`config.mk`:
```
export PLATFORM = sky130hd
export DESIGN_NAME = button_debounce_hold_events
export DESIGN_NICKNAME = d
export VERILOG_FILES = /design/src/rtl/bdhe_pkg.sv /design/src/rtl/button_debounce_hold_events.sv
export SDC_FILE = /design/constraint.sdc
export NUM_CORES = 1
export LEC_CHECK = 0
export CELL_PAD_IN_SITES_DETAIL_PLACEMENT = 1
export CELL_PAD_IN_SITES_GLOBAL_PLACEMENT = 1
export CORE_ASPECT_RATIO = 0.6
export CORE_MARGIN = 4
export CORE_UTILIZATION = 48
export DETAILED_ROUTE_END_ITERATION = 16
export DONT_BUFFER_PORTS = 1
export GPL_TIMING_DRIVEN = 0
export PLACE_DENSITY = 0.84
export SYNTH_ARGS = -nofsm -noshare
export SYNTH_HDL_FRONTEND = slang
export SYNTH_SLANG_ARGS = --single-unit
```
`constraint.sdc`:
```
create_clock -name i_clk -period 3.45 [get_ports i_clk]
set_input_delay 0.1725 -clock i_clk [delete_from_list [all_inputs] [get_ports i_clk]]
set_output_delay 0.1725 -clock i_clk [all_outputs]
set_load 0.1 [all_outputs]
```
`src/rtl/bdhe_pkg.sv`:
```
// Package for the button debounce and hold event block.
// Holds the item structs, event and quad mode codes, and the release code lookup.
// No dependencies.
package bdhe_pkg;

    localparam int FIELD_POS_W = 16;
    localparam int TICK_W      = 16;
    localparam int CFG_IDX_W   = 2;

    localparam logic OP_POLL   = 1'b0;
    localparam logic OP_ENCODE = 1'b1;

    localparam logic [CFG_IDX_W-1:0] REG_DEBOUNCE = 2'd0;
    localparam logic [CFG_IDX_W-1:0] REG_HOLD     = 2'd1;

    localparam logic [3:0] EV_NONE           = 4'd0;
    localparam logic [3:0] EV_QUAD_REL       = 4'd1;
    localparam logic [3:0] EV_CH1_REL        = 4'd3;
    localparam logic [3:0] EV_CH2_REL        = 4'd5;
    localparam logic [3:0] EV_SEL_REL        = 4'd7;
    localparam logic [3:0] EV_PAIR_REL       = 4'd9;
    localparam logic [3:0] EV_ROTATE         = 4'd11;
    localparam logic [3:0] EV_ROTATE_PRESSED = 4'd12;

    localparam logic [3:0] LV_NONE = 4'b0000;
    localparam logic [3:0] LV_CH1  = 4'b0001;
    localparam logic [3:0] LV_CH2  = 4'b0010;
    localparam logic [3:0] LV_PAIR = 4'b0011;
    localparam logic [3:0] LV_SEL  = 4'b0100;
    localparam logic [3:0] LV_QUAD = 4'b1000;

    localparam logic [1:0] QM_NORMAL  = 2'd0;
    localparam logic [1:0] QM_PRESSED = 2'd1;
    localparam logic [1:0] QM_ROTATED = 2'd2;

    typedef struct packed {
        logic                           operation;
        logic [3:0]                     switch_levels;
        logic signed [FIELD_POS_W-1:0]  encoder_position;
    } t_in_item;

    typedef struct packed {
        logic [3:0]                     event_code;
        logic signed [FIELD_POS_W-1:0]  rotation_delta;
    } t_out_item;

    function automatic logic [3:0] release_code(input logic [3:0] levels);
        logic [3:0] code;
        case (levels)
            LV_CH1:  code = EV_CH1_REL;
            LV_CH2:  code = EV_CH2_REL;
            LV_SEL:  code = EV_SEL_REL;
            LV_QUAD: code = EV_QUAD_REL;
            LV_PAIR: code = EV_PAIR_REL;
            default: code = EV_NONE;
        endcase
        return code;
    endfunction

endpackage

```
`src/rtl/button_debounce_hold_events.sv`:
```
// Top level of the button debounce and hold event block.
// Depends on bdhe_pkg for the item structs, codes and the release code lookup.

// Each accepted item produces exactly one result item, which is in the result register in the next cycle. Poll items
// debounce the four switches with a saturating stable counter and give release or hold events;
// encoder items that move the position give a rotate event with the position change. The block takes one item
// in every cycle: all of its work is a single compare-and-update step between the state
// registers and the result register, and a new item is taken whenever the result
// register is empty or its item is being taken at the same edge.
module button_debounce_hold_events #(
    parameter int COUNT_WIDTH    = 16,
    parameter int POSITION_WIDTH = 16
) (
    input  logic                                i_clk,
    input  logic                                i_rst_n,
    input  logic                                i_in_valid,
    output logic                                o_in_stall,
    input  bdhe_pkg::t_in_item                  i_in_item,
    output logic                                o_out_valid,
    input  logic                                i_out_stall,
    output bdhe_pkg::t_out_item                 o_out_item,
    input  logic                                i_cfg_we,
    input  logic [bdhe_pkg::CFG_IDX_W-1:0]      i_cfg_index,
    input  logic [bdhe_pkg::TICK_W-1:0]         i_cfg_wdata
);
    import bdhe_pkg::*;

    localparam int CMP_W = (COUNT_WIDTH > TICK_W) ? COUNT_WIDTH : TICK_W;
    localparam int EXT_W = (POSITION_WIDTH > FIELD_POS_W) ? POSITION_WIDTH : FIELD_POS_W;

    logic [TICK_W-1:0]         r_debounce;
    logic [TICK_W-1:0]         r_hold;
    logic [COUNT_WIDTH-1:0]    r_count,    n_count;
    logic [3:0]                r_last,     n_last;
    logic [3:0]                r_armed,    n_armed;
    logic [1:0]                r_quad,     n_quad;
    logic [POSITION_WIDTH-1:0] r_pos,      n_pos;
    logic                      r_out_valid;
    t_out_item                 r_out_item, n_out_item;

    logic                      w_in_accept;
    logic [COUNT_WIDTH-1:0]    w_count_inc;
    logic [CMP_W-1:0]          w_count_cmp;
    logic [3:0]                w_rel;
    logic [EXT_W-1:0]          w_pos_ext;
    logic [POSITION_WIDTH-1:0] w_pos;
    logic [POSITION_WIDTH-1:0] w_delta;
    logic [EXT_W-1:0]          w_delta_ext;

    assign o_in_stall  = r_out_valid && i_out_stall;
    assign w_in_accept = i_in_valid && !o_in_stall;
    assign o_out_valid = r_out_valid;
    assign o_out_item  = r_out_item;

    assign w_count_inc = (&r_count) ? r_count : r_count + 1'b1;
    assign w_count_cmp = CMP_W'(w_count_inc);
    assign w_rel       = release_code(i_in_item.switch_levels);
    assign w_pos_ext   = EXT_W'(i_in_item.encoder_position);
    assign w_pos       = w_pos_ext[POSITION_WIDTH-1:0];
    assign w_delta     = w_pos - r_pos;
    assign w_delta_ext = EXT_W'(signed'(w_delta));

    always_comb begin
        n_count    = r_count;
        n_last     = r_last;
        n_armed    = r_armed;
        n_quad     = r_quad;
        n_pos      = r_pos;
        n_out_item.event_code     = EV_NONE;
        n_out_item.rotation_delta = '0;
        if (i_in_item.operation == OP_POLL) begin
            n_count = w_count_inc;
            if (i_in_item.switch_levels != r_last) begin
                n_count = '0;
                n_last  = i_in_item.switch_levels;
            end else if (i_in_item.switch_levels == LV_NONE) begin
                if (r_armed != EV_NONE && r_quad != QM_ROTATED) begin
                    n_out_item.event_code = r_armed;
                end
                n_armed = EV_NONE;
                n_quad  = QM_NORMAL;
            end else if (w_count_cmp == CMP_W'(r_debounce)) begin
                n_armed = w_rel;
                if (i_in_item.switch_levels == LV_QUAD) begin
                    n_quad = QM_PRESSED;
                end
            end else if (w_count_cmp == CMP_W'(r_hold)) begin
                n_armed = EV_NONE;
                if (w_rel != EV_NONE && !(w_rel == EV_QUAD_REL && r_quad == QM_ROTATED)) begin
                    n_out_item.event_code = w_rel + 4'd1;
                end
            end
        end else if (w_delta != '0) begin
            n_out_item.rotation_delta = w_delta_ext[FIELD_POS_W-1:0];
            if (r_quad == QM_NORMAL) begin
                n_out_item.event_code = EV_ROTATE;
            end else begin
                n_quad = QM_ROTATED;
                n_out_item.event_code = EV_ROTATE_PRESSED;
            end
            n_pos = w_pos;
        end
    end

    always_ff @(posedge i_clk) begin
        if (!i_rst_n) begin
            r_debounce  <= TICK_W'(4);
            r_hold      <= TICK_W'(100);
            r_count     <= '0;
            r_last      <= LV_NONE;
            r_armed     <= EV_NONE;
            r_quad      <= QM_NORMAL;
            r_pos       <= '0;
            r_out_valid <= 1'b0;
        end else begin
            if (i_cfg_we) begin
                case (i_cfg_index)
                    REG_DEBOUNCE: r_debounce <= i_cfg_wdata;
                    REG_HOLD:     r_hold     <= i_cfg_wdata;
                    default: ;
                endcase
            end
            if (w_in_accept) begin
                r_count     <= n_count;
                r_last      <= n_last;
                r_armed     <= n_armed;
                r_quad      <= n_quad;
                r_pos       <= n_pos;
                r_out_valid <= 1'b1;
            end else if (!i_out_stall) begin
                r_out_valid <= 1'b0;
            end
        end
    end

    always_ff @(posedge i_clk) begin
        if (w_in_accept) begin
            r_out_item <= n_out_item;
        end
    end

    a_accept_gives_result: assert property (@(posedge i_clk) disable iff (!i_rst_n)
        w_in_accept |=> r_out_valid)
        else $error("accepted item produced no result");

    a_change_clears_count: assert property (@(posedge i_clk) disable iff (!i_rst_n)
        (w_in_accept && i_in_item.operation == OP_POLL && i_in_item.switch_levels != r_last)
        |=> (r_count == '0))
        else $error("switch change did not clear the stable counter");

    a_delta_only_on_rotate: assert property (@(posedge i_clk) disable iff (!i_rst_n)
        (r_out_valid && r_out_item.rotation_delta != '0)
        |-> (r_out_item.event_code == EV_ROTATE || r_out_item.event_code == EV_ROTATE_PRESSED))
        else $error("rotation delta on a non-rotate event");

    a_rotated_needs_press: assert property (@(posedge i_clk) disable iff (!i_rst_n)
        (w_in_accept && r_quad == QM_NORMAL && i_in_item.operation == OP_ENCODE)
        |=> (r_quad == QM_NORMAL))
        else $error("rotation changed quad mode while not pressed");

endmodule
```
==> impl_metrics.csv, run 1 <==
group,metric,value,unit
worst_setup_path,worstPathMaxFanout,10,
route,vias_per_cell,6.33,
worst_setup_path,critical_path.endpoint_type,"register",
global_routing,antenna_found_initial,0,
route,routed_via_count,6117,
worst_setup_path,setup.worst_path.class,"reg2reg",
yosys,synthesis.nets,807,
global_routing,number_of_global_route_vias_before_repair,6118,
sta,max-slew-margin-rel,0.222,
yosys,synth.avg_cell_area,8.15,sq um
sta,timing_worst_slew_pin_value,1160,ps
yosys,synth-warning-count,0,
global_routing,wire_length_of_the_first_global_routing_pass,34500,um
route,dr.pass1.iters,5,
die,fp-row-count,31,
clock_network,cts.root.buffer_cell,"clkbuf_16",
route,detail_route.wl_per_cell,23.0,um
sta,timing.fmax,297,MHz
clock_network,clock-sinks,95,
clock_network,cts_made_buffers,9,
placement,hpwl,16400,um
pwr,static-leakage-power,0.00268,uW
worst_setup_path,worstSetupStartpointType,"register",
pwr,worst_ir_drop_on_vdd,0.223,mV
clock_network,cts.reportedPaths.clkPinSlew,70,ps
yosys,post_synth_edffs,20,
yosys,synth_seq_cells,95,
yosys,postSynthCellCount,746,
pwr,p_int,1860,uW
global_routing,grt_usage,0.300,
final_layout,area_delta_synth_final,16.2,%
clock_network,clock_tree.htree_level_count,3,
sta,fin_worst_hold_slack,15.0,ps
die,placeableCoreArea,12200,sq um
pwr,power.sequential.fraction,0.487,
route,route.detailed.drc,0,
placement,portBuffers,0,
worst_setup_path,cp_data_required_time,3680,ps
yosys,postSynth.asyncResetShare,0,
worst_setup_path,timing.critical_path.arrival,3600,ps
job,timing.max_cap.violations,0,
die,dieArea,14600,sq um
pwr,sw_frac_of_total,0.339,
die,io_pins,66,
sta,endpoints_failing_hold,0,
sta,drv_slew,0,
placement,gp_congestion,0.975,
sta,fin_tns_setup,0,ps
route,detail_route.iter0.violations,639,
clock_network,cts_tree,"yes",
die,die_width,153,um
clock_network,cts_max_path_buffers,2,
final_layout,antenna_cells,0,
pwr,netSwitchingPower,954,uW
die,floorplan.initialDensity,0.497,
hold_path,worst_hold_path_type,"in2reg",
pwr,power,2820,uW
clock_network,worstSkewPairLatency,350,ps
pwr,clockPowerShare,0.337,
sta,clk_skew,8.94,ps
final_layout,nNetsFinal,858,
outcome,status,"completed",
die,die-height,95.2,um
yosys,synth_flop_cell,"dfxtp_1",
sta,final-setup-viol-count,0,
global_routing,grt_max_degree,25,
sta,worst_slack,85.5,ps
placement,dp_worst_setup_slack,-383,ps
yosys,yosysUniqueCellTypes,81,
global_routing,global_route.overflow_total,0,
route,totalWireLength,22300,um
sta,period_needed,3360,ps
pwr,power_density_of_the_placed_cells,399,nW/um^2
yosys,ys_seq_area_frac,0.346,
yosys,synth.cell_area,6080,sq um
pwr,combinationalPowerShare,0.176,
sta,fin_crit_sh,0.975,
final_layout,post_route_cells_drive_above_1_share,0.108,
route,drtAntennaViolNets,0,
-- cell usage in the layout (no fill, tap or decap), types with 6 or more instances in the layout --
cell / count
inv_1: 30
a21oi_1: 64
nor3_1: 17
o211ai_1: 10
xnor2_1: 28
dlygate4sd3_1: 32
nand2_1: 131
and3_1: 10
buf_2: 12
buf_4: 13
nand3_1: 22
dfxtp_1: 73
mux2i_1: 18
and4_1: 7
a21o_1: 11
o21ai_0: 27
clkbuf_1: 30
clkbuf_16: 9
a31oi_1: 6
edfxtp_1: 20
xor2_1: 16
ha_1: 16
nor2_1: 46
nand4_1: 11
-- flip-flops by register name, indices dropped and copies added (netlist names), 2 cells and up --
name        count
r_count        16
r_last          4
o_out_item     20
r_hold         16
r_armed         4
r_quad          2
r_pos          16
r_debounce     16
-- area by class of cell --
type,instances,area [sq um]
clock buffer,11,233
timing repair buffer,41,388
tap,165,206
multi-input combinational,572,3760
clock inverter,5,35.0
inverter,30,113
sequential,95,2100
buffer,48,226
fill,1459,5150
-- cells in the mapped netlist, types with 13 or more instances --
library cell / n / share of area
inv_1: 30 / 0.019
nand3_1: 24 / 0.020
ha_1: 16 / 0.033
clkbuf_1: 29 / 0.018
edfxtp_1: 20 / 0.099
a21oi_1: 65 / 0.054
xor2_1: 17 / 0.025
mux2i_1: 19 / 0.031
o21ai_0: 27 / 0.022
buf_2: 13 / 0.011
xnor2_1: 29 / 0.042
dfxtp_1: 75 / 0.25
nand2_1: 132 / 0.082
nor2_1: 46 / 0.028
nor3_1: 20 / 0.016
-- stage by stage --
| stage | cell area, sq um | std cells | util |
|---|---|---|---|
| 3_3_place_gp | 6280 | 911 | 0.514 |
| 3_5_place_dp | 6280 | 911 | 0.514 |
| 2_1_floorplan | 6080 | 746 | - |
| 6_report | 7060 | 967 | 0.578 |
| 5_1_grt | 7060 | 967 | 0.578 |
| 4_1_cts | 6930 | 963 | 0.567 |
-- cells by family (layout without fill, tap and decap cells) --
group | Yosys count | count (layout) | share of synthesized area
compound gates | 183 | 183 | 0.204
xor+xnor | 46 | 46 | 0.0663
fa+ha+maj | 17 | 17 | 0.0362
buf+inv | 79 | 135 | 0.0560
flops | 95 | 95 | 0.346
mux | 19 | 19 | 0.0313
simple gates | 307 | 307 | 0.260
-- layer usage --
metal / global-route usage / part of all wire / vias to the layer above
met5: 0 / 0 / -
met4: 0.0341 / 0.0092 / 0
met3: 0.0553 / 0.095 / 32
met2: 0.438 / 0.41 / 311
met1: 0.470 / 0.48 / 3008
li1: - / - / 2766
-- power by group through the flow --
stage                     clock, uW  combinational (uW)  sequential [uW]
final                           949                 496             1370
after detailed placement          0                 425             1390
after global placement            0                 405             1390
after global routing            999                 533             1370
after floorplan                   0                 310             1380
after CTS                       957                 463             1370
-- critical path, cell delays in order, from the launching register on --
cell and delay, ps:
dfxtp_2 430, ha_1 180, buf_2 220, and3_2 300, nand4_2 190, buf_2 260, nand4_1 130, o211ai_1 170
a2111oi_4 310, nand4_1 190, nor4_4 160, buf_4 180, buf_4 120, o41ai_4 110, a22o_1 290
-- worst paths after layout --
path	startpoint	endpoint	slack, ps	depth (start not counted)
setup / recovery	r_count[1]	r_armed[2]	90	14
hold / removal	i_in_item[2]	r_pos[2]	10	2
setup reg to reg	r_count[1]	r_armed[2]	90	14
hold reg to reg	r_pos[12]	r_pos[12]	460	2
-- what timing repair did --
action	CTS	global route
setup buffers	4	5
setup endpoints to repair	19	27
hold buffers	32	0
pin swaps	2	2
hold endpoints to repair	48	0
gates resized for setup	7	21
(Power assumes the default switching activity.)
==> inputs of run 2 (changes only) <==
--- a/config.mk
+++ b/config.mk
@@ -5,15 +5,15 @@
 export SDC_FILE = /design/constraint.sdc
 export NUM_CORES = 1
 export LEC_CHECK = 0
+export BUFFER_PORTS_ARGS = -buffer_cell sky130_fd_sc_hd__buf_4
 export CELL_PAD_IN_SITES_DETAIL_PLACEMENT = 1
 export CELL_PAD_IN_SITES_GLOBAL_PLACEMENT = 1
 export CORE_ASPECT_RATIO = 0.6
 export CORE_MARGIN = 4
-export CORE_UTILIZATION = 48
+export CORE_UTILIZATION = 45
 export DETAILED_ROUTE_END_ITERATION = 16
-export DONT_BUFFER_PORTS = 1
 export GPL_TIMING_DRIVEN = 0
-export PLACE_DENSITY = 0.84
+export PLACE_DENSITY = 0.85
 export SYNTH_ARGS = -nofsm -noshare
 export SYNTH_HDL_FRONTEND = slang
 export SYNTH_SLANG_ARGS = --single-unit
==> run 2 against run 1 <==
  * Clock power up 19%
  * Global-route usage shrank 1.2 points
  * Register-to-register slack got worse by 50 ps
  * Via count rose by 3.5%
  * Sequential share of layout area down 1.3 points
  * Flip-flop and latch count stayed put
  * Setup slack got worse by 55 ps
  * Clock skew up 2.2 ps
  * Utilization shrank 1.0 points
  * Power rose by 8.3%
  * Sequential power is 12% lower
  * Largest power group unchanged
==> impl_metrics.csv, run 2 (synthesis gave the netlist of run 1 again) <==
group,metric,value,unit
final_layout,area_delta_synth_final,21.6,%
outcome,status,"completed",
pwr,combinationalPowerShare,0.232,
hold_path,worst_hold_path_type,"in2reg",
sta,max-slew-margin-rel,0.285,
final_layout,final_util,0.568,
pwr,sw_frac_of_total,0.329,
worst_setup_path,timing.critical_path.arrival,3510,ps
job,timing.max_cap.violations,0,
placement,placed_cells_incl_taps,976,
sta,timing.fmax,292,MHz
worst_setup_path,setup.worst_path.class,"reg2reg",
worst_setup_path,slowest_delay,390,ps
final_layout,layout_commonest_cell,"nand2_1",
pwr,power_density_of_the_placed_cells,413,nW/um^2
route,drtAntennaViolNets,0,
placement,portBuffers,60,
clock_network,worstSkewPairLatency,360,ps
sta,period_needed,3420,ps
sta,endpoints_failing_hold,0,
pwr,static-leakage-power,0.00290,uW
global_routing,grt_max_degree,25,
pwr,power.sequential.fraction,0.398,
clock_network,cts.root.buffer_cell,"clkbuf_16",
die,dieArea,15500,sq um
route,dr.pass1.iters,5,
placement,gp_congestion,0.967,
sta,timing_worst_slew_pin_value,1070,ps
clock_network,cts_tree,"yes",
sta,fin_tns_setup,0,ps
route,route.detailed.drc,0,
global_routing,number_of_global_route_vias_before_repair,6230,
route,detail_route.iter0.violations,756,
worst_setup_path,critical_path.endpoint_type,"register",
sta,final-setup-viol-count,0,
final_layout,nNetsFinal,885,
worst_setup_path,worstSetupStartpointType,"register",
final_layout,flip_flop_count_of_the_largest_register_all_copies_and_words_added,20,
worst_setup_path,critical_path.slowest_cell,"nor4_4",
die,placeableCoreArea,13000,sq um
route,totalWireLength,23400,um
route,vias_per_cell,6.34,
pwr,netSwitchingPower,1000,uW
worst_setup_path,reg2reg_depth,12,
worst_setup_path,cp_data_required_time,3540,ps
clock_network,cts_made_buffers,9,
sta,fin_crit_sh,0.991,
placement,hpwl,17100,um
sta,drv_slew,0,
die,io_pins,66,
die,floorplan.initialDensity,0.467,
clock_network,cts.reportedPaths.clkPinSlew,70,ps
global_routing,global_route.overflow_total,0,
hold_path,hold_depth,3,
global_routing,wire_length_of_the_first_global_routing_pass,35200,um
global_routing,grt_usage,0.288,
global_routing,antenna_found_initial,0,
worst_setup_path,worst_path_dominant_cell_family,"compound AO/OA/AOI/OAI gates",
worst_setup_path,crit_path_cell_trace,"inv_1 -> ha_1 -> clkbuf_2 -> a21o_1 -> a31o_4 -> or3_1 -> a211oi_2 -> nand4_1 -> nor4_4 -> nand2_2 -> a32oi_2 -> o31ai_4",
die,fp-row-count,32,
die,die_width,158,um
final_layout,layout.cells.most_common_list,"131 x nand2_1, 76 x buf_4, 74 x dfxtp_1",
pwr,clockPowerShare,0.370,
clock_network,clock-sinks,95,
clock_network,ctsHoldBuffers,0,
worst_setup_path,worst_path_depth,12,
sta,fin_worst_hold_slack,37.8,ps
pwr,p_int,2040,uW
route,routed_via_count,6333,
final_layout,antenna_cells,0,
route,detail_route.wl_per_cell,23.4,um
clock_network,clock_tree.htree_level_count,3,
sta,clk_skew,11.1,ps
final_layout,post_route_cells_drive_above_1_share,0.189,
worst_setup_path,count_of_buffer_and_inverter_cells_on_the_critical_path,2,
clock_network,cts_max_path_buffers,2,
worst_setup_path,worstPathMaxFanout,8,
die,die-height,98.0,um
final_layout,non_filler_cells_in_the_finished_layout,999,
pwr,worst_ir_drop_on_vdd,0.226,mV
[run 2: repair_timing]
action	in CTS	in global routing
resized for setup	7	40
endpoints found under the setup margin	19	29
buffers inserted	4	7
pin swaps	2	8
[run 2: final cells by class]
class	instances	area [sq um]
timing repair buffer	71	533
sequential	95	2110
buffer	45	220
clock inverter	6	92.6
multi-input combinational	572	3880
tap	170	213
fill	1549	5630
inverter	30	113
clock buffer	10	229
[run 2: path summary, 6_finish.rpt]
path                                      from             end  slack (ps)
worst max-delay path                  r_pos[4]  o_out_item[17]          30
worst max register to register        r_pos[4]  o_out_item[17]          30
worst min-delay path            i_cfg_wdata[2]       r_hold[2]          40
worst min register to register       r_pos[11]       r_pos[11]         460
[run 2: power by group through the flow]
stage,clock network [uW],logic [uW],registers [uW]
floorplan,0,310,1380
global route,1180,754,1220
finish,1130,708,1210
CTS,1120,665,1210
detailed placement,0,657,1240
global placement,0,632,1240
[run 2: through the flow]
step / total power (uW) / area (sq um) / worst slack [ps]
3_3_place_gp: 1870 / 6740 / -342
6_report: 3050 / 7390 / 30.9
2_1_floorplan: 1690 / 6080 / 528
5_1_grt: 3150 / 7390 / -118
4_1_cts: 3000 / 7120 / 0.652
3_5_place_dp: 1900 / 6740 / -321
[run 2: tightest hold or removal path: cells and delay by family]
kind	cells	cell delay (ps)
and+or+nand+nor	2	100
buffers and inverters	1	90
[run 2: metal layers]
metal	share of wire	track usage	up-vias
met5	0	0	-
met4	0.012	0.0491	0
met3	0.094	0.0726	32
met2	0.42	0.398	321
met1	0.48	0.453	3155
li1	-	-	2825
==> inputs of run 3 (changes only) <==
--- a/config.mk
+++ b/config.mk
@@ -5,6 +5,7 @@
 export SDC_FILE = /design/constraint.sdc
 export NUM_CORES = 1
 export LEC_CHECK = 0
+export ABC_CLOCK_PERIOD_IN_PS = 3450
 export BUFFER_PORTS_ARGS = -buffer_cell sky130_fd_sc_hd__buf_4
 export CELL_PAD_IN_SITES_DETAIL_PLACEMENT = 1
 export CELL_PAD_IN_SITES_GLOBAL_PLACEMENT = 1
@@ -12,7 +13,6 @@
 export CORE_MARGIN = 4
 export CORE_UTILIZATION = 45
 export DETAILED_ROUTE_END_ITERATION = 16
-export GPL_TIMING_DRIVEN = 0
 export PLACE_DENSITY = 0.85
 export SYNTH_ARGS = -nofsm -noshare
 export SYNTH_HDL_FRONTEND = slang
==> constraint.sdc (replaced) <==
create_clock -name i_clk -period 3.45 [get_ports i_clk]
set_input_delay 0.69 -clock i_clk [delete_from_list [all_inputs] [get_ports i_clk]]
set_output_delay 0.69 -clock i_clk [all_outputs]
set_load 0.1 [all_outputs]
==> run 3 against run 2 <==
  * Cell count is 0.10% higher
  * Sequential share of layout area rose by 0.18 points
  * Combinational power is 3.2% higher
  * Register-to-register slack about the same
  * Flip-flop and latch count unchanged
  * Clock skew grew 0.88 ps
  * Power decreased by 1.7%
  * Global-route usage fell by 0.46 points
  * Fmax is 0.30% lower
==> impl_metrics.csv, run 3 (synthesis gave the netlist of run 1 again) <==
group,metric,value,unit
clock_network,worstSkewPairLatency,360,ps
sta,clk_skew,12.0,ps
final_layout,antenna_cells,0,
global_routing,met1_layer_usage_reported_by_global_route,0.430,
hold_path,worst_hold_path_type,"reg2reg",
worst_setup_path,crit_path_cell_trace,"buf_4 -> and4_1 -> o211ai_1 -> o22ai_1 -> nor2_1 -> a2111oi_4 -> nand4_1 -> nor4_4 -> nand3b_2 -> o31ai_2",
clock_network,clock_tree.htree_level_count,3,
final_layout,layout_commonest_cell,"nand2_1",
clock_network,cts_made_buffers,9,
route,drtAntennaViolNets,0,
outcome,status,"completed",
clock_network,ctsHoldBuffers,0,
clock_network,cts.repair_timing.setup_buffer_count,0,
worst_setup_path,worst_path_dominant_cell_family,"simple AND/OR/NAND/NOR gates",
sta,period_needed,3430,ps
worst_setup_path,setup.worst_path.class,"reg2reg",
die,dieArea,15500,sq um
sta,fin_worst_hold_slack,466,ps
global_routing,grt.busiest_layer,"met1",
pwr,power_density_of_the_placed_cells,408,nW/um^2
pwr,static-leakage-power,0.00292,uW
final_layout,area_delta_synth_final,20.8,%
clock_network,cts_max_path_buffers,2,
route,dr.pass1.iters,5,
global_routing,global_route.overflow_total,0,
sta,endpoints_failing_hold,0,
clock_network,cts_tree,"yes",
sta,max-slew-margin-rel,0.204,
global_routing,met2_usage,0.402,
clock_network,cts.reportedPaths.clkPinSlew,70,ps
final_layout,post_route_cells_drive_above_1_share,0.206,
placement,hpwl,16300,um
placement,gp_congestion,1.04,
sta,fin_crit_sh,0.994,
route,routed_via_count,6281,
worst_setup_path,worstPathMaxFanout,7,
die,die-height,98.0,um
sta,drv_slew,0,
worst_setup_path,critical_path.slowest_cell,"dfxtp_1",
worst_setup_path,critical_path.endpoint_type,"register",
sta,timing.fmax,292,MHz
die,placeableCoreArea,13000,sq um
clock_network,cts.root.buffer_cell,"clkbuf_16",
worst_setup_path,count_of_buffer_and_inverter_cells_on_the_critical_path,1,
die,die_width,158,um
worst_setup_path,slowest_delay,480,ps
worst_setup_path,worstSetupStartpointType,"register",
die,floorplan.initialDensity,0.467,
route,vias_per_cell,6.28,
sta,setup_repair_after_global_routing_missed_its_margin,"yes",
sta,fin_tns_setup,0,ps
die,io_pins,66,
sta,timing_worst_slew_pin_value,1190,ps
global_routing,grt_max_degree,49,
global_routing,antenna_found_initial,0,
pwr,power,2990,uW
placement,portBuffers,65,
die,fp-row-count,32,
sta,final-setup-viol-count,0,
route,route.detailed.drc,0,
final_layout,layout.cells.most_common_list,"132 x nand2_1, 116 x buf_4, 72 x dfxtp_1",
global_routing,grt_usage,0.283,
worst_setup_path,cp_data_required_time,3640,ps
worst_setup_path,timing.critical_path.arrival,3610,ps
route,detail_route.wl_per_cell,22.8,um
final_layout,flip_flop_count_of_the_largest_register_all_copies_and_words_added,20,
pwr,worst_ir_drop_on_vdd,0.240,mV
global_routing,number_of_global_route_vias_before_repair,6188,
job,timing.max_cap.violations,0,
route,totalWireLength,22800,um
global_routing,grt_use_met3,0.0779,
global_routing,wire_length_of_the_first_global_routing_pass,34400,um
route,detail_route.iter0.violations,715,
final_layout,nNetsFinal,886,
clock_network,clock-sinks,95,
run 3: cell count changes in the layout (fill, tap and decap cells not counted), sizes merged:
cell,before,now
buf,89,117
bufinv,2,1
clkbuf,37,10
clkinvlp,2,0
inv,31,34
run 3: layer usage:
metal / share of wire / wire length, um
met5: 0.0021 / 48
met4: 0.012 / 278
met1: 0.46 / 10400
met2: 0.43 / 9750
met3: 0.10 / 2300
run 3: through the flow:
step                      instance area (sq um)  cells  setup slack [ps]  utilization
after floorplan                            6080    746               166            -
after global placement                     6960    984              -130        0.535
after detailed placement                   6960    984              -331        0.535
after CTS                                  7260   1000              11.1        0.558
after global routing                       7340   1000             -38.1        0.564
final                                      7340   1000              20.7        0.564
run 3: worst paths after layout:
check	start	endpoint	slack, ps	cells past startpoint
setup / recovery	r_count[4]	o_out_item[19]	20	10
hold reg to reg	r_pos[14]	r_pos[14]	470	2
setup reg to reg	r_count[4]	o_out_item[19]	20	10
hold / removal	r_pos[14]	r_pos[14]	470	2
run 3: worst reg2reg max path: stages, from the launching register on:
cell and delay [ps]:
dfxtp_1 480, buf_4 240, and4_1 380, o211ai_1 170, o22ai_1 470, nor2_1 150
a2111oi_4 330, nand4_1 200, nor4_4 340, nand3b_2 230, o31ai_2 270
run 3: what timing repair did:
| item | CTS | global route |
|---|---|---|
| resized for setup | 0 | 15 |
| endpoints found under the setup margin | 0 | 33 |
| hold endpoints to repair | 0 | 0 |
run 3: cell type report:
class / count / area [sq um]
fill: 1565 / 5670
multi-input combinational: 572 / 3720
sequential: 95 / 2110
timing repair buffer: 117 / 891
clock buffer: 10 / 229
tap: 170 / 213
inverter: 30 / 113
clock inverter: 6 / 65.1
run 3: power by group:
part	leakage, uW	switching [uW]	internal (uW)	total [uW]
Sequential	0.000810	28.4	1190	1210
Clock	0.000148	481	569	1050
Combinational	0.00196	485	246	731
Total	0.00292	994	2000	2990
